==> src/sv/atpr_pkg.sv <==
// ----------------------------------------------------------------------------
// Tilt core package
// Widths, the arctangent table, the word types that move along the cell
// chains, and the per-lane step functions of the root and rotation cells.
// ----------------------------------------------------------------------------
package atpr_pkg;

    // Field widths.
    localparam int AXIS_W    = 16;
    localparam int ANGLE_W   = 15;

    // Sum of two squares, and the numerator scale of 2^15.
    localparam int SQ_W      = 2 * AXIS_W;
    localparam int NUM_SHIFT = 15;

    // The root of (sum << 2*NUM_SHIFT) has one bit per root cell.
    localparam int ROOT_W    = SQ_W / 2 + NUM_SHIFT;
    localparam int REM_W     = ROOT_W + 3;

    // Rotation vector and angle accumulator (units of 2^-16 degree).
    localparam int VEC_W     = ROOT_W + 3;
    localparam int ACC_W     = 25;
    localparam int FRAC_W    = 16;

    // Rotation stage count, capped by the table depth.
    localparam int CORDIC_STAGES = 16;
    localparam int MAX_TABLE     = 32;
    localparam int RUN_STAGES    = (CORDIC_STAGES > MAX_TABLE) ? MAX_TABLE : CORDIC_STAGES;
    localparam int STAGE_IDX_W   = $clog2(MAX_TABLE);

    // Output scaling to hundredths of a degree.
    localparam int CD_PER_DEG = 100;
    localparam int PROD_W     = ACC_W + $clog2(CD_PER_DEG);
    localparam int ROUND_HALF = 1 << (FRAC_W - 1);
    localparam int LIMIT_CD   = 9000;
    localparam logic signed [ANGLE_W-1:0] CD_MAX = ANGLE_W'(LIMIT_CD);
    localparam logic signed [ANGLE_W-1:0] CD_MIN = ANGLE_W'(-LIMIT_CD);

    // atan(2^-i) in degrees times 2^16, rounded to nearest.
    localparam int ATAN_Q16 [MAX_TABLE] = '{
        2949120, 1740967, 919879, 466945, 234379, 117304, 58666, 29335,
        14668, 7334, 3667, 1833, 917, 458, 229, 115,
        57, 29, 14, 7, 4, 2, 1, 0,
        0, 0, 0, 0, 0, 0, 0, 0
    };

    // One lane of the square root chain.
    typedef struct packed {
        logic [SQ_W-1:0]          rad;
        logic [REM_W-1:0]         rem;
        logic [ROOT_W-1:0]        root;
        logic signed [AXIS_W-1:0] axis;
    } root_lane_t;

    typedef struct packed {
        root_lane_t pitch;
        root_lane_t roll;
        logic       zero;
    } root_word_t;

    // One lane of the rotation chain.
    typedef struct packed {
        logic signed [VEC_W-1:0]   num;
        logic signed [VEC_W-1:0]   den;
        logic signed [ACC_W-1:0]   acc;
        logic                      pinned;
        logic signed [ANGLE_W-1:0] pinned_cd;
    } tilt_lane_t;

    typedef struct packed {
        tilt_lane_t pitch;
        tilt_lane_t roll;
        logic       zero;
    } tilt_word_t;

    // One digit of the restoring square root: two radicand bits in, one
    // root bit out.
    function automatic root_lane_t sqrt_step(root_lane_t l);
        root_lane_t       r;
        logic [REM_W-1:0] cur;
        logic [REM_W-1:0] trial;
        r     = l;
        cur   = {l.rem[REM_W-3:0], l.rad[SQ_W-1 -: 2]};
        trial = {{(REM_W-ROOT_W-2){1'b0}}, l.root, 2'b01};
        r.rad = {l.rad[SQ_W-3:0], 2'b00};
        if (cur >= trial)
        begin
            r.rem  = cur - trial;
            r.root = {l.root[ROOT_W-2:0], 1'b1};
        end
        else
        begin
            r.rem  = cur;
            r.root = {l.root[ROOT_W-2:0], 1'b0};
        end
        return r;
    endfunction

    // Load a lane into the rotation chain and settle the special cases:
    // a zero denominator pins the angle to the sign of the numerator, and a
    // zero numerator pins it to zero.
    function automatic tilt_lane_t tilt_entry(root_lane_t l);
        tilt_lane_t t;
        t.num = {{(VEC_W-AXIS_W-NUM_SHIFT){l.axis[AXIS_W-1]}}, l.axis, {NUM_SHIFT{1'b0}}};
        t.den = {{(VEC_W-ROOT_W){1'b0}}, l.root};
        t.acc = '0;
        t.pinned    = 1'b0;
        t.pinned_cd = '0;
        if (l.root == '0)
        begin
            t.pinned = 1'b1;
            if (l.axis[AXIS_W-1])
                t.pinned_cd = CD_MIN;
            else if (l.axis != '0)
                t.pinned_cd = CD_MAX;
        end
        else if (l.axis == '0)
        begin
            t.pinned = 1'b1;
        end
        return t;
    endfunction

    function automatic tilt_word_t tilt_start(root_word_t w);
        tilt_word_t t;
        t.pitch = tilt_entry(w.pitch);
        t.roll  = tilt_entry(w.roll);
        t.zero  = w.zero;
        return t;
    endfunction

    // One vectoring rotation; shifts round toward minus infinity.
    function automatic tilt_lane_t cordic_step(tilt_lane_t l, logic [STAGE_IDX_W-1:0] idx);
        tilt_lane_t              r;
        logic signed [VEC_W-1:0] dx;
        logic signed [VEC_W-1:0] dy;
        logic signed [ACC_W-1:0] ang;
        r   = l;
        dx  = l.num >>> idx;
        dy  = l.den >>> idx;
        ang = ACC_W'(ATAN_Q16[idx]);
        if (!l.num[VEC_W-1])
        begin
            r.den = l.den + dx;
            r.num = l.num - dy;
            r.acc = l.acc + ang;
        end
        else
        begin
            r.den = l.den - dx;
            r.num = l.num + dy;
            r.acc = l.acc - ang;
        end
        return r;
    endfunction

endpackage

==> src/sv/atpr_square_stage.sv <==
// ----------------------------------------------------------------------------
// Tilt core square stage
// Squares the three axes, forms the two sums of squares that feed the root
// chain, and flags an all-zero sample.
// ----------------------------------------------------------------------------
module atpr_square_stage (
    input  logic                                clk,
    input  logic                                rst_n,
    input  logic                                up_valid,
    output logic                                up_ready,
    input  logic signed [atpr_pkg::AXIS_W-1:0]  accel_x,
    input  logic signed [atpr_pkg::AXIS_W-1:0]  accel_y,
    input  logic signed [atpr_pkg::AXIS_W-1:0]  accel_z,
    output logic                                dn_valid,
    input  logic                                dn_ready,
    output atpr_pkg::root_word_t                dn_word
);

    logic                                     valid_reg;
    logic                                     valid_next;
    atpr_pkg::root_word_t                     word_reg;
    atpr_pkg::root_word_t                     word_next;
    logic signed [2*atpr_pkg::AXIS_W-1:0]     xx;
    logic signed [2*atpr_pkg::AXIS_W-1:0]     yy;
    logic signed [2*atpr_pkg::AXIS_W-1:0]     zz;

    // The stage takes a new word whenever it is empty or its word moves on.
    assign up_ready = !valid_reg || dn_ready;

    // Squares of the three axes.
    always_comb
    begin
        xx = accel_x * accel_x;
        yy = accel_y * accel_y;
        zz = accel_z * accel_z;
    end

    // Next word: pitch uses y and z under the root, roll uses x and z.
    always_comb
    begin
        valid_next = valid_reg;
        word_next  = word_reg;
        if (up_ready)
        begin
            valid_next = up_valid;
            if (up_valid)
            begin
                word_next.pitch.rad  = atpr_pkg::SQ_W'(unsigned'(yy))
                                     + atpr_pkg::SQ_W'(unsigned'(zz));
                word_next.pitch.rem  = '0;
                word_next.pitch.root = '0;
                word_next.pitch.axis = accel_x;
                word_next.roll.rad   = atpr_pkg::SQ_W'(unsigned'(xx))
                                     + atpr_pkg::SQ_W'(unsigned'(zz));
                word_next.roll.rem   = '0;
                word_next.roll.root  = '0;
                word_next.roll.axis  = accel_y;
                word_next.zero       = (accel_x == '0) && (accel_y == '0) && (accel_z == '0);
            end
        end
    end

    // Control state.
    always_ff @(posedge clk or negedge rst_n)
    begin
        if (!rst_n)
            valid_reg <= 1'b0;
        else
            valid_reg <= valid_next;
    end

    // Payload.
    always_ff @(posedge clk)
    begin
        word_reg <= word_next;
    end

    assign dn_valid = valid_reg;
    assign dn_word  = word_reg;

endmodule

==> config.mk <==
export PLATFORM = sky130hd
export DESIGN_NAME = atpr_square_stage
export DESIGN_NICKNAME = d
export VERILOG_FILES = /design/src/sv/atpr_pkg.sv /design/src/sv/atpr_square_stage.sv
export SDC_FILE = /design/constraint.sdc
export NUM_CORES = 2
export LEC_CHECK = 0
export BUFFER_PORTS_ARGS = -buffer_cell sky130_fd_sc_hd__buf_2
export CAP_MARGIN = 20
export CORE_MARGIN = 1.5
export CORE_UTILIZATION = 58
export CTS_BUF_LIST = sky130_fd_sc_hd__clkbuf_8
export CTS_CLUSTER_SIZE = 25
export DETAILED_ROUTE_END_ITERATION = 8
export GPL_ROUTABILITY_DRIVEN = 1
export PLACE_DENSITY_LB_ADDON = 0.12
export REMOVE_ABC_BUFFERS = 1
export SLEW_MARGIN = 5
export SYNTH_ARGS = -nofsm -noshare
export SYNTH_HDL_FRONTEND = slang
export SYNTH_SLANG_ARGS = --single-unit
==> constraint.sdc <==
create_clock -name clk -period 3 [get_ports clk]
set_input_delay 0.15 -clock clk [delete_from_list [all_inputs] [get_ports clk]]
set_output_delay 0.15 -clock clk [all_outputs]
set_load 0.01 [all_outputs]
==> impl_metrics.json <==
{
  "violations": "negative setup slack",
  "dp_hpwl_um": 71200,
  "drive_above_1_share": 0.327,
  "period_needed_ns": 9.17,
  "netlist_top_cells_count": "inv_1 (992), fa_1 (771), ha_1 (294), nand2_1 (248), and2_1 (132)",
  "rsz0062_at_grt": "yes",
  "synthFlopType": "edfxtp_1",
  "ys_seq_area_frac": 0.0899,
  "ctsRootBufferMaster": "clkbuf_8",
  "cap_violations": 0,
  "start_util": 0.590,
  "drtAntennaViolNets": 0,
  "crit_slowest_cell": "fa_1",
  "crit_required_ns": 3.24,
  "ios": 281,
  "max_stage_delay_ns": 0.56,
  "status": "finished with violations",
  "synth_most_common_cell": "inv_1",
  "track_usage": 0.312,
  "avgSynthCellArea_um2": 9.79,
  "grt_max_degree": 56,
  "min-delay-path-class": "input port to flop",
  "report.final.slew_viol_count": 0,
  "drt-total-wl_um": 87700,
  "io_buffers": 150,
  "fin_skew_ns": 0.0126,
  "worstSetupEndpointType": "flop",
  "final_nets": 5286,
  "ys_warn_count": 0,
  "clk_latency_ns": 0.48,
  "gr-total-overflow": 0,
  "synth_edf_count": 97,
  "synth_cells": 3340,
  "fin_crit_sh": 3.06,
  "dr.pass1.iters": 5,
  "die_y_um": 240,
  "critical_path_class": "input port to flop",
  "via_count": 24812,
  "routed_via_density": 5.04,
  "cp.arrival_ns": 9.41,
  "yosys.area.top_type_share": 0.472,
  "worstSetupStartpointType": "input port",
  "htreeDepth": 3,
  "setup_tns_ns": -282.86,
  "cts_made_buffers": 9,
  "grt_pass1_vias": 27824,
  "max_freq_ghz": 0.109,
  "routabilityCongestion": 0.935,
  "tightest_slew_ns": 0.708,
  "cts_tree": "built",
  "ys_ff_latch": 98,
  "cts_num_sinks": 98,
  "die_x_um": 240,
  "hold_viol": 0,
  "syn_to_final_growth_pct": 31.2,
  "route.detailed.drc": 0,
  "cts.clk_slew.worst_paths_ns": 0.13,
  "wl_per_cell_um": 17.8,
  "path_max_fanout": 5,
  "path_buf_inv": 9,
  "synth.cell_area_mm2": 0.0327,
  "cp_top_family": "adder cells",
  "finalSetupViolations": 56,
  "coreArea_mm2": 0.0554,
  "antenna_found_initial": 1,
  "detail_route.iter0.violations": 1167,
  "path_common_cell": "fa_1",
  "synth_area_leader_cell": "fa_1",
  "slew_headroom": 0.521,
  "die-area_mm2": 0.0578,
  "synth_cell_types": 70,
  "row_count": 86,
  "synth.area.top_cells": "fa_1 (47%), inv_1 (11%), ha_1 (11%)",
  "finalWorstSetupSlack_ns": -6.17,
  "synthArstFlopShare": 0.0102,
  "clockBufferDepth": 2,
  "grt_pass1_wl_um": 138000
}
==> layer usage <==
metal  vias to the layer above  part of all wire  global-route usage
met1                     12822              0.39               0.392
met2                       573              0.53               0.554
met4                         0             0.034               0.118
met3                       162             0.039              0.0323
met5                         -                 0                   0
li1                      11255                 -                   -
==> through the flow <==
step	std cells	cell area (um2)	setup WS [ns]	util	hold slack, ns
final	4923	42900	-6.17	0.774	0.0509
after global routing	4923	42900	-6.43	0.774	0.0193
after CTS	4894	41500	-6.21	0.749	0.0180
after detailed placement	4826	38600	-7.39	0.697	-0.0735
after global placement	4826	38600	-7.22	0.697	-0.0759
after floorplan	3268	31900	-6.81	-	-0.146
==> sequential cells by signal, indices dropped and copies added, names as in the netlist <==
signal    cells
dn_valid      1
dn_word      97
==> cell usage in the layout, fill, tap and decap left out, drive strengths merged, types with 6 or more instances in the layout <==
master / instances
nor4: 14
nand4: 9
ha: 294
nor3: 14
or2: 8
buf: 883
nor2: 104
nand3: 15
a21o: 31
edfxtp: 97
a211oi: 8
xnor2: 97
nand2: 248
nor2b: 25
fa: 771
xor2: 22
o31a: 7
a31o: 6
clkbuf: 10
o21ai: 38
nand2b: 26
inv: 993
a21oi: 77
conb: 130
o21a: 16
and2: 132
and3: 14
==> cell families (layout without fill, tap and decap cells) <==
family,count (synthesis),count (layout),synth area share
buffers and inverters,1194,1899,0.152
adders and majority gates,1065,1065,0.585
and+or+nand+nor,625,625,0.0925
xor gates and xnor gates,120,120,0.0326
AOI/OAI and AO/OA,233,233,0.0468
DFF,98,98,0.0899
other,1,131,0.000115
muxes,4,4,0.00134
==> worst paths after layout <==
kind                       depth (start not counted)       start           end  slack (ns)
hold / removal                                     1  accel_y[6]    dn_word[7]        0.05
setup reg to reg                                   3    dn_valid  dn_word[110]        1.38
min in group asynchronous                          3       rst_n      dn_valid        0.50
max in group asynchronous                          3       rst_n      dn_valid        2.40
hold reg to reg                                    2    dn_valid   dn_word[94]        0.91
setup / recovery                                  36  accel_z[5]  dn_word[226]       -6.17
==> repair_timing <==
action / CTS / global route
gates resized for setup: 424 / 254
pin swaps: 265 / 271
buffers inserted: 49 / 41
gates cloned: 1 / 1
hold endpoints to repair: 3 / 0
endpoints found under the setup margin: 58 / 57
hold buffers: 5 / 0
==> layout make-up <==
| cell class | count | area [um2] |
|---|---|---|
| Fill cell | 3662 | 12500 |
| Clock buffer | 9 | 124 |
| Tap cell | 748 | 936 |
| Timing Repair Buffer | 890 | 6960 |
| Inverter | 993 | 3740 |
| Sequential cell | 98 | 2940 |
| Clock inverter | 7 | 119 |
| Multi-Input combinational cell | 2177 | 28100 |
| Antenna cell | 1 | 2.50 |
Power is left out: the tool's default activity adds up to more than one toggle a clock period on the data nets, which glitch-free logic cannot reach.
