## src/sv/atpr_pkg.sv

```systemverilog
// ----------------------------------------------------------------------------
// Tilt core package
// Widths, the arctangent table, the word types that move along the cell
// chains, and the per-lane step functions of the root and rotation cells.
// ----------------------------------------------------------------------------
package atpr_pkg;

    // Field widths.
    localparam int AXIS_W    = 16;
    localparam int ANGLE_W   = 15;

    // Sum of two squares, and the numerator scale of 2^15.
    localparam int SQ_W      = 2 * AXIS_W;
    localparam int NUM_SHIFT = 15;

    // The root of (sum << 2*NUM_SHIFT) has one bit per root cell.
    localparam int ROOT_W    = SQ_W / 2 + NUM_SHIFT;
    localparam int REM_W     = ROOT_W + 3;

    // Rotation vector and angle accumulator (units of 2^-16 degree).
    localparam int VEC_W     = ROOT_W + 3;
    localparam int ACC_W     = 25;
    localparam int FRAC_W    = 16;

    // Rotation stage count, capped by the table depth.
    localparam int CORDIC_STAGES = 16;
    localparam int MAX_TABLE     = 32;
    localparam int RUN_STAGES    = (CORDIC_STAGES > MAX_TABLE) ? MAX_TABLE : CORDIC_STAGES;
    localparam int STAGE_IDX_W   = $clog2(MAX_TABLE);

    // Output scaling to hundredths of a degree.
    localparam int CD_PER_DEG = 100;
    localparam int PROD_W     = ACC_W + $clog2(CD_PER_DEG);
    localparam int ROUND_HALF = 1 << (FRAC_W - 1);
    localparam int LIMIT_CD   = 9000;
    localparam logic signed [ANGLE_W-1:0] CD_MAX = ANGLE_W'(LIMIT_CD);
    localparam logic signed [ANGLE_W-1:0] CD_MIN = ANGLE_W'(-LIMIT_CD);

    // atan(2^-i) in degrees times 2^16, rounded to nearest.
    localparam int ATAN_Q16 [MAX_TABLE] = '{
        2949120, 1740967, 919879, 466945, 234379, 117304, 58666, 29335,
        14668, 7334, 3667, 1833, 917, 458, 229, 115,
        57, 29, 14, 7, 4, 2, 1, 0,
        0, 0, 0, 0, 0, 0, 0, 0
    };

    // One lane of the square root chain.
    typedef struct packed {
        logic [SQ_W-1:0]          rad;
        logic [REM_W-1:0]         rem;
        logic [ROOT_W-1:0]        root;
        logic signed [AXIS_W-1:0] axis;
    } root_lane_t;

    typedef struct packed {
        root_lane_t pitch;
        root_lane_t roll;
        logic       zero;
    } root_word_t;

    // One lane of the rotation chain.
    typedef struct packed {
        logic signed [VEC_W-1:0]   num;
        logic signed [VEC_W-1:0]   den;
        logic signed [ACC_W-1:0]   acc;
        logic                      pinned;
        logic signed [ANGLE_W-1:0] pinned_cd;
    } tilt_lane_t;

    typedef struct packed {
        tilt_lane_t pitch;
        tilt_lane_t roll;
        logic       zero;
    } tilt_word_t;

    // One digit of the restoring square root: two radicand bits in, one
    // root bit out.
    function automatic root_lane_t sqrt_step(root_lane_t l);
        root_lane_t       r;
        logic [REM_W-1:0] cur;
        logic [REM_W-1:0] trial;
        r     = l;
        cur   = {l.rem[REM_W-3:0], l.rad[SQ_W-1 -: 2]};
        trial = {{(REM_W-ROOT_W-2){1'b0}}, l.root, 2'b01};
        r.rad = {l.rad[SQ_W-3:0], 2'b00};
        if (cur >= trial)
        begin
            r.rem  = cur - trial;
            r.root = {l.root[ROOT_W-2:0], 1'b1};
        end
        else
        begin
            r.rem  = cur;
            r.root = {l.root[ROOT_W-2:0], 1'b0};
        end
        return r;
    endfunction

    // Load a lane into the rotation chain and settle the special cases:
    // a zero denominator pins the angle to the sign of the numerator, and a
    // zero numerator pins it to zero.
    function automatic tilt_lane_t tilt_entry(root_lane_t l);
        tilt_lane_t t;
        t.num = {{(VEC_W-AXIS_W-NUM_SHIFT){l.axis[AXIS_W-1]}}, l.axis, {NUM_SHIFT{1'b0}}};
        t.den = {{(VEC_W-ROOT_W){1'b0}}, l.root};
        t.acc = '0;
        t.pinned    = 1'b0;
        t.pinned_cd = '0;
        if (l.root == '0)
        begin
            t.pinned = 1'b1;
            if (l.axis[AXIS_W-1])
                t.pinned_cd = CD_MIN;
            else if (l.axis != '0)
                t.pinned_cd = CD_MAX;
        end
        else if (l.axis == '0)
        begin
            t.pinned = 1'b1;
        end
        return t;
    endfunction

    function automatic tilt_word_t tilt_start(root_word_t w);
        tilt_word_t t;
        t.pitch = tilt_entry(w.pitch);
        t.roll  = tilt_entry(w.roll);
        t.zero  = w.zero;
        return t;
    endfunction

    // One vectoring rotation; shifts round toward minus infinity.
    function automatic tilt_lane_t cordic_step(tilt_lane_t l, logic [STAGE_IDX_W-1:0] idx);
        tilt_lane_t              r;
        logic signed [VEC_W-1:0] dx;
        logic signed [VEC_W-1:0] dy;
        logic signed [ACC_W-1:0] ang;
        r   = l;
        dx  = l.num >>> idx;
        dy  = l.den >>> idx;
        ang = ACC_W'(ATAN_Q16[idx]);
        if (!l.num[VEC_W-1])
        begin
            r.den = l.den + dx;
            r.num = l.num - dy;
            r.acc = l.acc + ang;
        end
        else
        begin
            r.den = l.den - dx;
            r.num = l.num + dy;
            r.acc = l.acc - ang;
        end
        return r;
    endfunction

endpackage

```

## src/sv/atpr_scale_stage.sv

```systemverilog
// ----------------------------------------------------------------------------
// Tilt core output stage
// Converts the accumulated angles to rounded, saturated hundredths of a
// degree and holds the result word for the output channel.
// ----------------------------------------------------------------------------
module atpr_scale_stage (
    input  logic                                 clk,
    input  logic                                 rst_n,
    input  logic                                 up_valid,
    output logic                                 up_ready,
    input  atpr_pkg::tilt_word_t                 up_word,
    output logic                                 dn_valid,
    input  logic                                 dn_ready,
    output logic signed [atpr_pkg::ANGLE_W-1:0]  pitch_centideg,
    output logic signed [atpr_pkg::ANGLE_W-1:0]  roll_centideg,
    output logic                                 zero_vector
);

    logic                                valid_reg;
    logic                                valid_next;
    logic signed [atpr_pkg::ANGLE_W-1:0] pitch_reg;
    logic signed [atpr_pkg::ANGLE_W-1:0] pitch_next;
    logic signed [atpr_pkg::ANGLE_W-1:0] roll_reg;
    logic signed [atpr_pkg::ANGLE_W-1:0] roll_next;
    logic                                zero_reg;
    logic                                zero_next;

    // Magnitude times 100 over 2^16, rounded half away from zero, clamped to
    // ninety degrees, then signed. A pinned lane keeps its preset angle.
    function automatic logic signed [atpr_pkg::ANGLE_W-1:0] lane_angle(atpr_pkg::tilt_lane_t l);
        logic [atpr_pkg::ACC_W-1:0]          mag;
        logic [atpr_pkg::PROD_W-1:0]         prod;
        logic [atpr_pkg::PROD_W-1:0]         cd_mag;
        logic signed [atpr_pkg::ANGLE_W-1:0] cd_sat;
        logic signed [atpr_pkg::ANGLE_W-1:0] res;
        mag    = l.acc[atpr_pkg::ACC_W-1] ? atpr_pkg::ACC_W'(-l.acc) : atpr_pkg::ACC_W'(l.acc);
        prod   = atpr_pkg::PROD_W'(mag) * atpr_pkg::PROD_W'(atpr_pkg::CD_PER_DEG)
               + atpr_pkg::PROD_W'(atpr_pkg::ROUND_HALF);
        cd_mag = prod >> atpr_pkg::FRAC_W;
        if (cd_mag > atpr_pkg::PROD_W'(atpr_pkg::LIMIT_CD))
            cd_sat = atpr_pkg::CD_MAX;
        else
            cd_sat = atpr_pkg::ANGLE_W'(cd_mag);
        res = l.acc[atpr_pkg::ACC_W-1] ? -cd_sat : cd_sat;
        if (l.pinned)
            res = l.pinned_cd;
        return res;
    endfunction

    // The output register frees as soon as its word is taken.
    assign up_ready = !valid_reg || dn_ready;

    // Next result word; an all-zero sample reports zero angles.
    always_comb
    begin
        valid_next = valid_reg;
        pitch_next = pitch_reg;
        roll_next  = roll_reg;
        zero_next  = zero_reg;
        if (up_ready)
        begin
            valid_next = up_valid;
            if (up_valid)
            begin
                zero_next = up_word.zero;
                if (up_word.zero)
                begin
                    pitch_next = '0;
                    roll_next  = '0;
                end
                else
                begin
                    pitch_next = lane_angle(up_word.pitch);
                    roll_next  = lane_angle(up_word.roll);
                end
            end
        end
    end

    // Control state.
    always_ff @(posedge clk or negedge rst_n)
    begin
        if (!rst_n)
            valid_reg <= 1'b0;
        else
            valid_reg <= valid_next;
    end

    // Payload.
    always_ff @(posedge clk)
    begin
        pitch_reg <= pitch_next;
        roll_reg  <= roll_next;
        zero_reg  <= zero_next;
    end

    assign dn_valid       = valid_reg;
    assign pitch_centideg = pitch_reg;
    assign roll_centideg  = roll_reg;
    assign zero_vector    = zero_reg;

endmodule

```

## config.mk

```make
export PLATFORM = sky130hd
export DESIGN_NAME = atpr_scale_stage
export DESIGN_NICKNAME = d
export VERILOG_FILES = /design/src/sv/atpr_pkg.sv /design/src/sv/atpr_scale_stage.sv
export SDC_FILE = /design/constraint.sdc
export NUM_CORES = 1
export LEC_CHECK = 0
export BUFFER_PORTS_ARGS = -buffer_cell sky130_fd_sc_hd__buf_2
export CORE_MARGIN = 3
export CORE_UTILIZATION = 44
export CTS_CLUSTER_DIAMETER = 60
export DETAILED_ROUTE_END_ITERATION = 7
export MAX_ROUTING_LAYER = met4
export PLACE_DENSITY = 0.7
export SLEW_MARGIN = 10
export SYNTH_ARGS = -nofsm -noshare
export SYNTH_HDL_FRONTEND = slang
export SYNTH_SLANG_ARGS = --single-unit
```

## constraint.sdc

```tcl
create_clock -name clk -period 4.6 [get_ports clk]
set_input_delay 0.46 -clock clk [delete_from_list [all_inputs] [get_ports clk]]
set_output_delay 0.46 -clock clk [all_outputs]
set_load 0.1 [all_outputs]
```

==> impl_metrics.json <==
{
  "drive_above_1_share_pct": 46.37,
  "io-pin-count": 256,
  "period_share_pct": 155.4,
  "min_from": "up_valid",
  "multi_input_area_um2": 10270,
  "vias": 12155,
  "startpoint_type": "input pin",
  "crit_required_ns": 4.62,
  "max_freq_mhz": 139.9,
  "drtAntennaViolNets": 0,
  "clockBufferDepth": 2,
  "seq_area_frac_synth_pct": 9.221,
  "die_h_um": 159.5,
  "worstPathArrival_ns": 7.17,
  "drt-initial-drc-count": 887,
  "cts_tree": "yes",
  "timing.hold.ws_ns": 0.3933,
  "vias_per_cell": 5.630,
  "worstSkewPairLatency_ns": 0.28,
  "antenna_found_initial": 0,
  "worstPathMaxFanout": 5,
  "start_util_pct": 45.24,
  "grt-ovfl-total": 0,
  "pre_cts_slack_ns": -2.898,
  "r2r_slack_ns": 3.27,
  "antenna_cells": 0,
  "die-area_um2": 25440,
  "drv_cap": 0,
  "cts_buffers": 5,
  "clkTransAtPathRegs_ns": 0.05,
  "hold_path_class": "in2reg",
  "r2r-end": "pitch_centideg[4]",
  "place_area_um2": 14470,
  "synth_ff_type": "edfxtp_1",
  "critPathMaxStageDelay_ns": 0.48,
  "nFillCells": 1618,
  "finalSetupViolCount": 30,
  "port_buffers": 119,
  "powerDensity_nw_per_um2": 856.4,
  "dp_hpwl_um": 24590,
  "peakVddDrop_mv": 0.4698,
  "setup.worst_path.end_class": "register",
  "die-width_um": 159.5,
  "violations": "setup timing",
  "rr_worst_depth": 3,
  "min_path_cells": 2,
  "ys_warn_count": 0,
  "drc": 0,
  "regArea_um2": 955.9,
  "synth_seq_cells": 32,
  "layout.nets": 2266,
  "grt_pass1_vias": 11941,
  "ys_types": 103,
  "slew_viol_final": 0,
  "numClockSinks": 32,
  "worst_pin_slew_ns": 0.5546,
  "rsz0062_at_grt": "true",
  "crit_slowest_cell": "o41ai_4",
  "grt_pass1_wl_um": 55140,
  "fin_area_um2": 16540,
  "maxSlewHeadroom_pct": 62.80,
  "fin_tns_setup_ns": -64.00,
  "finalCriticalPeriod_ns": 7.150,
  "syn-mean-instance-area_um2": 7.943,
  "crit_type": "in2reg",
  "hold_viol": 0,
  "syn_inst": 1305,
  "status": "finished, violations left",
  "holdPathEnd": "dn_valid",
  "p_total_mw": 14.16,
  "skew_ns": 0.01035,
  "clock-root-buffer": "clkbuf_16",
  "synth-edff-count": 31,
  "row_count": 55,
  "syn_nets": 1726,
  "grt_max_degree": 32,
  "firstDrtPassIters": 5,
  "grtUsageTotal_pct": 25.47,
  "crit_top_cell": "buf_6",
  "synthArstFlopShare_pct": 3.125,
  "area_growth_pct": 59.53,
  "netlist_area_um2": 10370,
  "crit-reg2reg-launch": "dn_valid",
  "core-area_um2": 22920,
  "routed_wirelength_um": 34930,
  "p_leak_nw": 7.806,
  "gp_congestion": 0.9704,
  "post_drt_wl_per_cell_um": 16.18,
  "setup_ws_ns": -2.550,
  "htreeDepth": 2
}
synthesized netlist by cell type (all sizes together), types with 10 or more instances:
library cell,instances,area (um2)
a211oi,21,180.2
nand3,37,190.2
xor2,31,271.5
nor3,28,155.2
and3,10,67.56
inv,139,521.8
ha,172,2152
a21o,30,225.2
buf,19,112.6
xnor2,112,1041
or3,15,98.84
nor4,18,127.6
a21oi,72,371.6
o21ai,67,350.3
a31oi,15,100.1
nor2,57,221.5
o211ai,16,120.1
nand2b,18,112.6
edfxtp,31,930.9
nand4,28,190.2
or2,11,68.82
o21a,20,150.1
nand2,105,394.1
or4,11,86.33
fa,26,520.5
o31ai,17,132.6
and2,12,75.07
clkbuf,27,101.4
registers in the layout (all words and copies together), names as in the netlist:
| signal | count |
|---|---|
| roll_centideg | 15 |
| pitch_centideg | 15 |
| zero_vector | 1 |
| dn_valid | 1 |
cell usage in the layout (no fill, tap or decap), drive strengths merged, types with 18 or more instances in the layout:
cell / Yosys / routed
nor4: 18 / 18
buf: 19 / 578
edfxtp: 31 / 31
nor3: 28 / 28
nand3: 37 / 37
fa: 26 / 26
o21ai: 67 / 67
a21o: 30 / 30
nand2b: 18 / 18
a21oi: 72 / 72
nor2: 57 / 57
ha: 172 / 172
o21a: 20 / 20
nand4: 28 / 28
a211oi: 21 / 21
xnor2: 112 / 112
xor2: 31 / 31
inv: 139 / 139
nand2: 105 / 105
logic make-up (layout without fill, tap and decap cells):
kind of cell             count (synthesis)  after routing  share of synthesized area [%]
XOR/XNOR                               144            144                          12.89
multiplexers                             8              8                         0.7846
adder cells (fa/ha/maj)                198            198                          25.78
flip-flops                              32             32                          9.221
AND/OR/NAND/NOR                        382            382                          19.81
buffers and inverters                  187            728                          7.170
AO/OA/AOI/OAI                          354            354                          24.35
worst max-delay path by stage:
stage,from,to,slack [ns],depth (start not counted)
floorplan,up_word[20],roll_centideg[12],-2.52,33
global placement,up_word[130],pitch_centideg[14],-2.75,30
detailed placement,up_word[130],pitch_centideg[12],-2.90,32
CTS,up_word[134],pitch_centideg[12],-2.42,30
global route,up_word[21],roll_centideg[12],-2.81,34
finish,up_word[21],roll_centideg[12],-2.55,34
layout make-up:
cell class                      count  area share [%]
Tap cell                          313           2.368
Sequential cell                    32           5.780
Inverter                          141           3.216
Clock buffer                        5          0.7566
Multi-Input combinational cell   1086           62.12
Timing Repair Buffer              579           25.65
Clock inverter                      3          0.1135
critical path, delay by kind of cell:
family	cells	cell delay, ns
AO/OA/AOI/OAI	10	2.50
AND/OR/NAND/NOR	12	1.89
adder cells (fa/ha/maj)	5	1.44
buffers and inverters	6	0.69
XOR/XNOR	1	0.17
metal layers:
layer  GRT usage, %  vias to the layer above  routed length [um]
met5              -                        -                   0
met4          6.526                        0                 979
met3          2.680                       96                1607
met2          45.76                      429               17930
met1          30.36                     5749               14410
li1               -                     5881                   -
stage by stage:
step / instances / utilization, %
2_1_floorplan: 1305 / -
3_3_place_gp: 2086 / 63.12
3_5_place_dp: 2086 / 63.12
4_1_cts: 2142 / 69.59
5_1_grt: 2159 / 72.16
6_report: 2159 / 72.16
where the power goes:
group	internal [mW]	leakage, nW	switching, mW
logic	6.66	7.43	6.78
registers	0.392	0.315	0.0143
clock network	0.198	0.0635	0.123
repair_timing:
action,CTS,global route
endpoints found under the hold margin,1,0
cloned,1,0
hold buffers,1,0
setup endpoints to repair,30,30
pin swaps,111,56
gates resized for setup,187,86
buffers inserted,49,22
Note: power is estimated with default switching activity, not from simulation.
