<file path="src/sv/atpr_pkg.sv">
// ----------------------------------------------------------------------------
// Tilt core package
// Widths, the arctangent table, the word types that move along the cell
// chains, and the per-lane step functions of the root and rotation cells.
// ----------------------------------------------------------------------------
package atpr_pkg;

    // Field widths.
    localparam int AXIS_W    = 16;
    localparam int ANGLE_W   = 15;

    // Sum of two squares, and the numerator scale of 2^15.
    localparam int SQ_W      = 2 * AXIS_W;
    localparam int NUM_SHIFT = 15;

    // The root of (sum << 2*NUM_SHIFT) has one bit per root cell.
    localparam int ROOT_W    = SQ_W / 2 + NUM_SHIFT;
    localparam int REM_W     = ROOT_W + 3;

    // Rotation vector and angle accumulator (units of 2^-16 degree).
    localparam int VEC_W     = ROOT_W + 3;
    localparam int ACC_W     = 25;
    localparam int FRAC_W    = 16;

    // Rotation stage count, capped by the table depth.
    localparam int CORDIC_STAGES = 16;
    localparam int MAX_TABLE     = 32;
    localparam int RUN_STAGES    = (CORDIC_STAGES > MAX_TABLE) ? MAX_TABLE : CORDIC_STAGES;
    localparam int STAGE_IDX_W   = $clog2(MAX_TABLE);

    // Output scaling to hundredths of a degree.
    localparam int CD_PER_DEG = 100;
    localparam int PROD_W     = ACC_W + $clog2(CD_PER_DEG);
    localparam int ROUND_HALF = 1 << (FRAC_W - 1);
    localparam int LIMIT_CD   = 9000;
    localparam logic signed [ANGLE_W-1:0] CD_MAX = ANGLE_W'(LIMIT_CD);
    localparam logic signed [ANGLE_W-1:0] CD_MIN = ANGLE_W'(-LIMIT_CD);

    // atan(2^-i) in degrees times 2^16, rounded to nearest.
    localparam int ATAN_Q16 [MAX_TABLE] = '{
        2949120, 1740967, 919879, 466945, 234379, 117304, 58666, 29335,
        14668, 7334, 3667, 1833, 917, 458, 229, 115,
        57, 29, 14, 7, 4, 2, 1, 0,
        0, 0, 0, 0, 0, 0, 0, 0
    };

    // One lane of the square root chain.
    typedef struct packed {
        logic [SQ_W-1:0]          rad;
        logic [REM_W-1:0]         rem;
        logic [ROOT_W-1:0]        root;
        logic signed [AXIS_W-1:0] axis;
    } root_lane_t;

    typedef struct packed {
        root_lane_t pitch;
        root_lane_t roll;
        logic       zero;
    } root_word_t;

    // One lane of the rotation chain.
    typedef struct packed {
        logic signed [VEC_W-1:0]   num;
        logic signed [VEC_W-1:0]   den;
        logic signed [ACC_W-1:0]   acc;
        logic                      pinned;
        logic signed [ANGLE_W-1:0] pinned_cd;
    } tilt_lane_t;

    typedef struct packed {
        tilt_lane_t pitch;
        tilt_lane_t roll;
        logic       zero;
    } tilt_word_t;

    // One digit of the restoring square root: two radicand bits in, one
    // root bit out.
    function automatic root_lane_t sqrt_step(root_lane_t l);
        root_lane_t       r;
        logic [REM_W-1:0] cur;
        logic [REM_W-1:0] trial;
        r     = l;
        cur   = {l.rem[REM_W-3:0], l.rad[SQ_W-1 -: 2]};
        trial = {{(REM_W-ROOT_W-2){1'b0}}, l.root, 2'b01};
        r.rad = {l.rad[SQ_W-3:0], 2'b00};
        if (cur >= trial)
        begin
            r.rem  = cur - trial;
            r.root = {l.root[ROOT_W-2:0], 1'b1};
        end
        else
        begin
            r.rem  = cur;
            r.root = {l.root[ROOT_W-2:0], 1'b0};
        end
        return r;
    endfunction

    // Load a lane into the rotation chain and settle the special cases:
    // a zero denominator pins the angle to the sign of the numerator, and a
    // zero numerator pins it to zero.
    function automatic tilt_lane_t tilt_entry(root_lane_t l);
        tilt_lane_t t;
        t.num = {{(VEC_W-AXIS_W-NUM_SHIFT){l.axis[AXIS_W-1]}}, l.axis, {NUM_SHIFT{1'b0}}};
        t.den = {{(VEC_W-ROOT_W){1'b0}}, l.root};
        t.acc = '0;
        t.pinned    = 1'b0;
        t.pinned_cd = '0;
        if (l.root == '0)
        begin
            t.pinned = 1'b1;
            if (l.axis[AXIS_W-1])
                t.pinned_cd = CD_MIN;
            else if (l.axis != '0)
                t.pinned_cd = CD_MAX;
        end
        else if (l.axis == '0)
        begin
            t.pinned = 1'b1;
        end
        return t;
    endfunction

    function automatic tilt_word_t tilt_start(root_word_t w);
        tilt_word_t t;
        t.pitch = tilt_entry(w.pitch);
        t.roll  = tilt_entry(w.roll);
        t.zero  = w.zero;
        return t;
    endfunction

    // One vectoring rotation; shifts round toward minus infinity.
    function automatic tilt_lane_t cordic_step(tilt_lane_t l, logic [STAGE_IDX_W-1:0] idx);
        tilt_lane_t              r;
        logic signed [VEC_W-1:0] dx;
        logic signed [VEC_W-1:0] dy;
        logic signed [ACC_W-1:0] ang;
        r   = l;
        dx  = l.num >>> idx;
        dy  = l.den >>> idx;
        ang = ACC_W'(ATAN_Q16[idx]);
        if (!l.num[VEC_W-1])
        begin
            r.den = l.den + dx;
            r.num = l.num - dy;
            r.acc = l.acc + ang;
        end
        else
        begin
            r.den = l.den - dx;
            r.num = l.num + dy;
            r.acc = l.acc - ang;
        end
        return r;
    endfunction

endpackage

</file>
<file path="src/sv/atpr_sqrt_cell.sv">
// ----------------------------------------------------------------------------
// Tilt core square root cell
// One cell of the root chain: resolves one root bit for both lanes and hands
// the word to the next cell.
// ----------------------------------------------------------------------------
module atpr_sqrt_cell (
    input  logic                 clk,
    input  logic                 rst_n,
    input  logic                 up_valid,
    output logic                 up_ready,
    input  atpr_pkg::root_word_t up_word,
    output logic                 dn_valid,
    input  logic                 dn_ready,
    output atpr_pkg::root_word_t dn_word
);

    logic                 valid_reg;
    logic                 valid_next;
    atpr_pkg::root_word_t word_reg;
    atpr_pkg::root_word_t word_next;

    // The cell takes a new word whenever it is empty or its word moves on.
    assign up_ready = !valid_reg || dn_ready;

    // One root digit per lane.
    always_comb
    begin
        valid_next = valid_reg;
        word_next  = word_reg;
        if (up_ready)
        begin
            valid_next = up_valid;
            if (up_valid)
            begin
                word_next.pitch = atpr_pkg::sqrt_step(up_word.pitch);
                word_next.roll  = atpr_pkg::sqrt_step(up_word.roll);
                word_next.zero  = up_word.zero;
            end
        end
    end

    // Control state.
    always_ff @(posedge clk or negedge rst_n)
    begin
        if (!rst_n)
            valid_reg <= 1'b0;
        else
            valid_reg <= valid_next;
    end

    // Payload.
    always_ff @(posedge clk)
    begin
        word_reg <= word_next;
    end

    assign dn_valid = valid_reg;
    assign dn_word  = word_reg;

endmodule

</file>
<file path="config.mk">
export PLATFORM = sky130hd
export DESIGN_NAME = atpr_sqrt_cell
export DESIGN_NICKNAME = d
export VERILOG_FILES = /design/src/sv/atpr_pkg.sv /design/src/sv/atpr_sqrt_cell.sv
export SDC_FILE = /design/constraint.sdc
export NUM_CORES = 1
export LEC_CHECK = 0
export ABC_AREA = 1
export BUFFER_PORTS_ARGS = -buffer_cell sky130_fd_sc_hd__clkbuf_2
export CORE_AREA = 2 2 179 181
export DETAILED_ROUTE_END_ITERATION = 16
export DIE_AREA = 0 0 181 183
export PLACE_DENSITY = 0.76
export SETUP_SLACK_MARGIN = 0.5
export SLEW_MARGIN = 20
export SYNTH_ARGS = -nofsm -noshare
export SYNTH_HDL_FRONTEND = slang
export SYNTH_SLANG_ARGS = --single-unit
</file>
<file path="constraint.sdc">
create_clock -name clk -period 17.25 [get_ports clk]
set_input_delay 3.45 -clock clk [delete_from_list [all_inputs] [get_ports clk]]
set_output_delay 3.45 -clock clk [all_outputs]
set_load 0.02 [all_outputs]
</file>
==> results of run 1 <==
==> kinds of logic after synthesis <==
group,after synthesis,synth area share [%]
and+or+nand+nor,880,27.5
DFF,224,50.9
buffers and inverters,309,9.67
other,1,0.0284
xor gates and xnor gates,32,2.12
adders and majority gates,66,6.25
AOI/OAI and AO/OA,83,3.54
==> metrics by stage <==
| stage | power, W | area (µm²) | hold WS (ps) |
|---|---|---|---|
| finish | 0.00159 | 16700 | 620 |
| global route | 0.00167 | 16700 | 682 |
| CTS | 0.00161 | 16700 | 625 |
| detailed placement | 0.00104 | 15800 | 594 |
| global placement | 0.00104 | 15800 | 572 |
| floorplan | 0.000932 | 13200 | 768 |
==> power by group through the flow <==
stage                     logic (W)  registers [W]  clock network [W]
after global placement     0.000362       0.000673                  0
after global routing       0.000408       0.000667           0.000599
after CTS                  0.000369       0.000664           0.000574
after detailed placement   0.000367       0.000675                  0
final                      0.000369       0.000664           0.000562
after floorplan            0.000197       0.000735                  0
==> layout by cell type, fill, tap and decap left out, types with 5 or more instances in the layout <==
| cell | count |
|---|---|
| clkinv_1 | 6 |
| a21oi_1 | 47 |
| inv_2 | 9 |
| o21ai_0 | 12 |
| nand4_1 | 13 |
| o21bai_1 | 9 |
| nand2_2 | 26 |
| clkbuf_1 | 5 |
| clkbuf_2 | 451 |
| edfxtp_1 | 223 |
| xnor2_1 | 5 |
| diode_2 | 7 |
| nand2_1 | 643 |
| clkbuf_16 | 27 |
| nor3_1 | 8 |
| nor2_2 | 13 |
| xor2_1 | 27 |
| nand3_1 | 53 |
| ha_1 | 66 |
| nor2_1 | 101 |
| inv_1 | 284 |
==> sequential cells by signal, indices dropped and copies added, names as in the netlist <==
signal / cells
dn_word: 223
dn_valid: 1
==> critical path, stage by stage <==
cell and delay, ps:
clkbuf_2 90, inv_1 100, nand2_1 80, clkbuf_2 170
==> how the worst max path moves through the flow <==
stage | start | end
detailed placement | dn_ready | up_ready
finish | dn_ready | up_ready
global placement | dn_ready | up_ready
global route | dn_ready | up_ready
CTS | dn_ready | up_ready
floorplan | up_valid | dn_word[0]
==> layout make-up <==
cell class	count	area, µm²	area share [%]
Antenna cell	7	17.5	0.105
Clock buffer	32	694	4.15
Clock inverter	17	184	1.10
Inverter	293	1100	6.57
Multi-Input combinational cell	1065	5230	31.3
Sequential cell	224	6720	40.2
Tap cell	402	503	3.01
Timing Repair Buffer	454	2280	13.6
==> layer usage <==
metal  GRT usage, %  routed length (µm)  up-vias
met3           5.04                3000       92
met4           10.3                1620        2
met1           28.6               16400     5353
li1               -                   -     5950
met5              0                  12        -
met2           42.0               20000      457
==> flow_metrics.py, run 1 <==
metrics = {
    "run_status": {
        "status": "finished clean",
    },
    "critical_path": {
        "critPathCaptureType": "output pin",
        "crit_path_start_kind": "primary input",
        "r2r_cells": 3,
        "crit_fanout": 2,
        "r2r_end": "dn_word[122]",
        "setup.worst_path.class": "primary input to output pin",
        "timing.rr.start": "dn_valid",
        "worstPathRequired_ps": 13800,
        "rrSetupSlack_ps": 14650,
        "arrival_ps": 3900,
    },
    "place": {
        "gp_congestion": 0.946,
        "place.detailed.hpwl_mm": 33.5,
        "port_buffers": 451,
        "dp.cells": 2438,
        "place_ws_ps": 9900,
    },
    "power": {
        "p_per_area_nw_per_um2": 95.3,
        "p_sw_share_pct": 30.7,
        "ir_worst_vdd_uv": 84.2,
        "p_sw_w": 0.000490,
        "power.internal_w": 0.00110,
        "p_seq_share_pct": 41.6,
        "combPwrFrac_pct": 23.1,
        "clkPwrFrac_pct": 35.3,
        "power_leakage_nw": 8.88,
    },
    "hold_path": {
        "hold_class": "register to register",
        "hold_path_depth": 2,
        "hold_end": "dn_valid",
        "min_from": "dn_valid",
    },
    "sta": {
        "setup_viol": 0,
        "slew_headroom_pct": 32.2,
        "layout_setup_ws_ps": 9900,
        "tns_ps": 0,
        "clock_skew_ps": 11.4,
        "max_freq_ghz": 0.136,
        "tightest_slew_ps": 1020,
        "slew_viol_final": 0,
        "min_period_over_period_pct": 42.6,
        "post-route-min-period_ps": 7350,
        "rsz0062_at_grt": "false",
        "hold_viol": 0,
    },
    "grt": {
        "grt_use_total_pct": 24.0,
        "globalRouteOverflowTotal": 0,
        "grt_pass1_wl_mm": 61.6,
        "grt_start_max_net_pins": 80,
        "grt_antenna_before_repair": 8,
        "grt_pass1_vias": 11467,
    },
    "routing": {
        "drt_pass1_iterations": 5,
        "wl_mm": 41.0,
        "drc_errors": 0,
        "drtAntennaViolNets": 0,
        "wire_per_inst_um": 16.4,
        "viasPerCell": 4.75,
        "vias": 11854,
        "drt-initial-drc-count": 712,
    },
    "flow_run": {
        "maxCapViolCount": 0,
    },
    "synth": {
        "synthCells": 1595,
        "synthTopCellsByArea": "edfxtp_1 51%, nand2_1 18%, inv_1 8.1%, ha_1 6.3%, nor2_1 2.9%",
        "ys_types": 38,
        "synth_top_area_cell": "edfxtp_1",
        "syn_avg_cell_area_um2": 8.28,
        "ys_async_sr_fraction_pct": 0.446,
        "synthFlopType": "edfxtp_1",
        "synth_edf_count": 223,
        "ys_ff_latch": 224,
        "ys_warn_count": 0,
        "synth.top_cells.by_count": "643 x nand2_1, 284 x inv_1, 223 x edfxtp_1",
        "synth_top_area_share_pct": 50.7,
        "yosysMostFrequentCell": "nand2_1",
        "ys_seq_area_share_pct": 50.9,
        "syn_area_um2": 13200,
    },
    "floorplanning": {
        "die_x_um": 181,
        "rows": 65,
        "die_h_um": 183,
        "floorplan.initialDensity_pct": 42.3,
        "io_pins": 460,
        "coreArea_um2": 31200,
        "design.die.area_um2": 33100,
    },
    "finish": {
        "nets": 2362,
        "stdcell_count": 2494,
        "nFillCells": 2964,
        "postLayoutCoreUtil_pct": 53.6,
        "syn_to_final_growth_pct": 26.7,
        "drive_above_1_share_pct": 27.0,
    },
    "clock_network": {
        "clkLatencyLatePin_ps": 550,
        "htree_levels": 1,
        "postCtsSetupBuffers": 0,
        "clock-root-buffer": "clkbuf_16",
        "cts-buffers-inserted": 27,
        "clock-sinks": 224,
        "cts.repair.resized": 0,
        "cts_tree": "done",
        "clock_path_buffers": 3,
        "cts_hold_buf": 0,
        "clk_pin_slew_ps": 60,
    },
}
Power figures use the tool's default switching activity.
==> inputs of run 2 (changes only) <==
Settings changed: CORE_AREA 2 2 179 181 to 2 2 178 180, DIE_AREA 0 0 181 183 to 0 0 180 182, PLACE_DENSITY 0.76 to 0.79.
Clock period 17.25 ns to 5.9 ns, I/O delays scaled along.
==> flow_metrics.py, run 2 (synthesized netlist as in run 1, its figures left out) <==
metrics = {
    "run_status": {
        "status": "finished clean",
    },
    "sta": {
        "hold_viol": 0,
        "post-route-min-period_ps": 2990,
        "layout_setup_ws_ps": 2910,
        "tightest_slew_ps": 796,
        "rsz0062_at_grt": "false",
        "slew_viol_final": 0,
        "min_period_over_period_pct": 50.7,
        "clock_skew_ps": 6.37,
        "max_freq_ghz": 0.334,
        "setup_viol": 0,
        "slew_headroom_pct": 46.8,
        "tns_ps": 0,
    },
    "power": {
        "power.internal_w": 0.00313,
        "clkPwrFrac_pct": 34.3,
        "combPwrFrac_pct": 23.6,
        "ir_worst_vdd_uv": 209,
        "p_per_area_nw_per_um2": 276,
        "p_sw_w": 0.00147,
        "p_seq_share_pct": 42.2,
        "power_leakage_nw": 8.86,
        "p_sw_share_pct": 32.0,
    },
    "critical_path": {
        "cp_cell_sequence": "clkbuf_2 > inv_1 > ha_1 > a21oi_1 > o21ai_0 > a21oi_1 > and3_4 > nand2_4 > nand2_1 > nand2_1",
        "worstPathRequired_ps": 6200,
        "critPathCaptureType": "register",
        "arrival_ps": 3290,
        "crit_fanout": 34,
        "crit_start": "up_word[157]",
        "critPathSlowestCell": "ha_1",
        "crit_path_start_kind": "primary input",
        "timing.rr.start": "dn_valid",
        "setup.worst_path.class": "primary input to register",
        "slowest_delay_ps": 360,
        "rrSetupSlack_ps": 3740,
    },
    "place": {
        "place_area_um2": 15900,
        "dp.cells": 2438,
        "gp_congestion": 0.922,
        "place.detailed.hpwl_mm": 34.4,
        "place_ws_ps": 2400,
        "port_buffers": 451,
    },
    "clock_network": {
        "cts_hold_buf": 0,
        "cts_tree": "done",
        "clkLatencyLatePin_ps": 550,
        "cts.repair.resized": 0,
        "clock-root-buffer": "clkbuf_16",
        "clock-sinks": 224,
        "clock_path_buffers": 3,
        "htree_levels": 1,
        "cts-buffers-inserted": 26,
        "postCtsSetupBuffers": 0,
        "clk_pin_slew_ps": 60,
    },
    "hold_path": {
        "hold_class": "primary input to async pin",
    },
    "floorplanning": {
        "design.die.area_um2": 32800,
        "coreArea_um2": 31000,
        "die_h_um": 182,
        "floorplan.initialDensity_pct": 42.6,
        "io_pins": 460,
        "rows": 65,
        "die_x_um": 180,
    },
    "routing": {
        "drtAntennaViolNets": 0,
        "drt-initial-drc-count": 700,
        "viasPerCell": 4.78,
        "wire_per_inst_um": 16.8,
        "drt_pass1_iterations": 5,
        "drc_errors": 0,
        "vias": 11889,
        "wl_mm": 41.8,
    },
    "flow_run": {
        "maxCapViolCount": 0,
    },
    "grt": {
        "grt_start_max_net_pins": 116,
        "grt_antenna_before_repair": 0,
        "grt_pass1_vias": 11345,
        "grt_use_total_pct": 24.6,
        "globalRouteOverflowTotal": 0,
        "grt_pass1_wl_mm": 62.9,
    },
    "finish": {
        "layout_commonest_cell": "nand2_1",
        "antenna_cells": 0,
        "nFillCells": 2911,
        "syn_to_final_growth_pct": 26.3,
        "fin_area_um2": 16700,
        "postLayoutCoreUtil_pct": 53.9,
        "largest_reg_flops": 223,
        "stdcell_count": 2485,
        "nets": 2361,
        "drive_above_1_share_pct": 27.1,
        "layout_common_cells": "643 x nand2_1, 451 x clkbuf_2, 284 x inv_1, 223 x edfxtp_1, 101 x nor2_1",
    },
}
run 2: layer usage:
metal	track usage [%]	routed length, µm	vias up
met2	45.7	21500	436
li1	-	-	5958
met4	6.28	1000	0
met1	29.1	16400	5435
met5	0	0	-
met3	4.81	2910	60
run 2: final cells by class:
cell class | instances | area, µm² | area share [%]
Sequential cell | 224 | 6720 | 40.3
Multi-Input combinational cell | 1065 | 5230 | 31.4
Timing Repair Buffer | 454 | 2290 | 13.7
Inverter | 293 | 1100 | 6.59
Clock buffer | 29 | 662 | 3.97
Tap cell | 402 | 503 | 3.01
Clock inverter | 18 | 175 | 1.05
run 2: path summary, 6_finish.rpt:
kind                       cells after the start           end
max                                           10  dn_word[189]
min                                            1      dn_valid
max reg2reg                                    2  dn_word[158]
min reg2reg                                    2      dn_valid
max in group asynchronous                      1      dn_valid
min in group clk                               2      dn_valid
run 2: stage by stage:
| step | total power [W] | hold WS [ps] |
|---|---|---|
| after global routing | 0.00482 | 377 |
| after floorplan | 0.00270 | 806 |
| after CTS | 0.00464 | 362 |
| after global placement | 0.00303 | 565 |
| final | 0.00460 | 392 |
| after detailed placement | 0.00305 | 582 |
run 2: worst max-delay path, delay by kind of cell:
kind	cells	cell delay, ps
AO/OA/AOI/OAI	3	810
adder cells (fa/ha/maj)	1	360
buffers and inverters	2	130
AND/OR/NAND/NOR	4	800
run 2: power groups by stage:
stage | clock (W) | combinational [W] | sequential [W]
after floorplan | 0 | 0.000578 | 0.00212
after global placement | 0 | 0.00107 | 0.00197
after detailed placement | 0 | 0.00108 | 0.00197
after CTS | 0.00161 | 0.00108 | 0.00194
after global routing | 0.00168 | 0.00120 | 0.00195
final | 0.00157 | 0.00108 | 0.00194
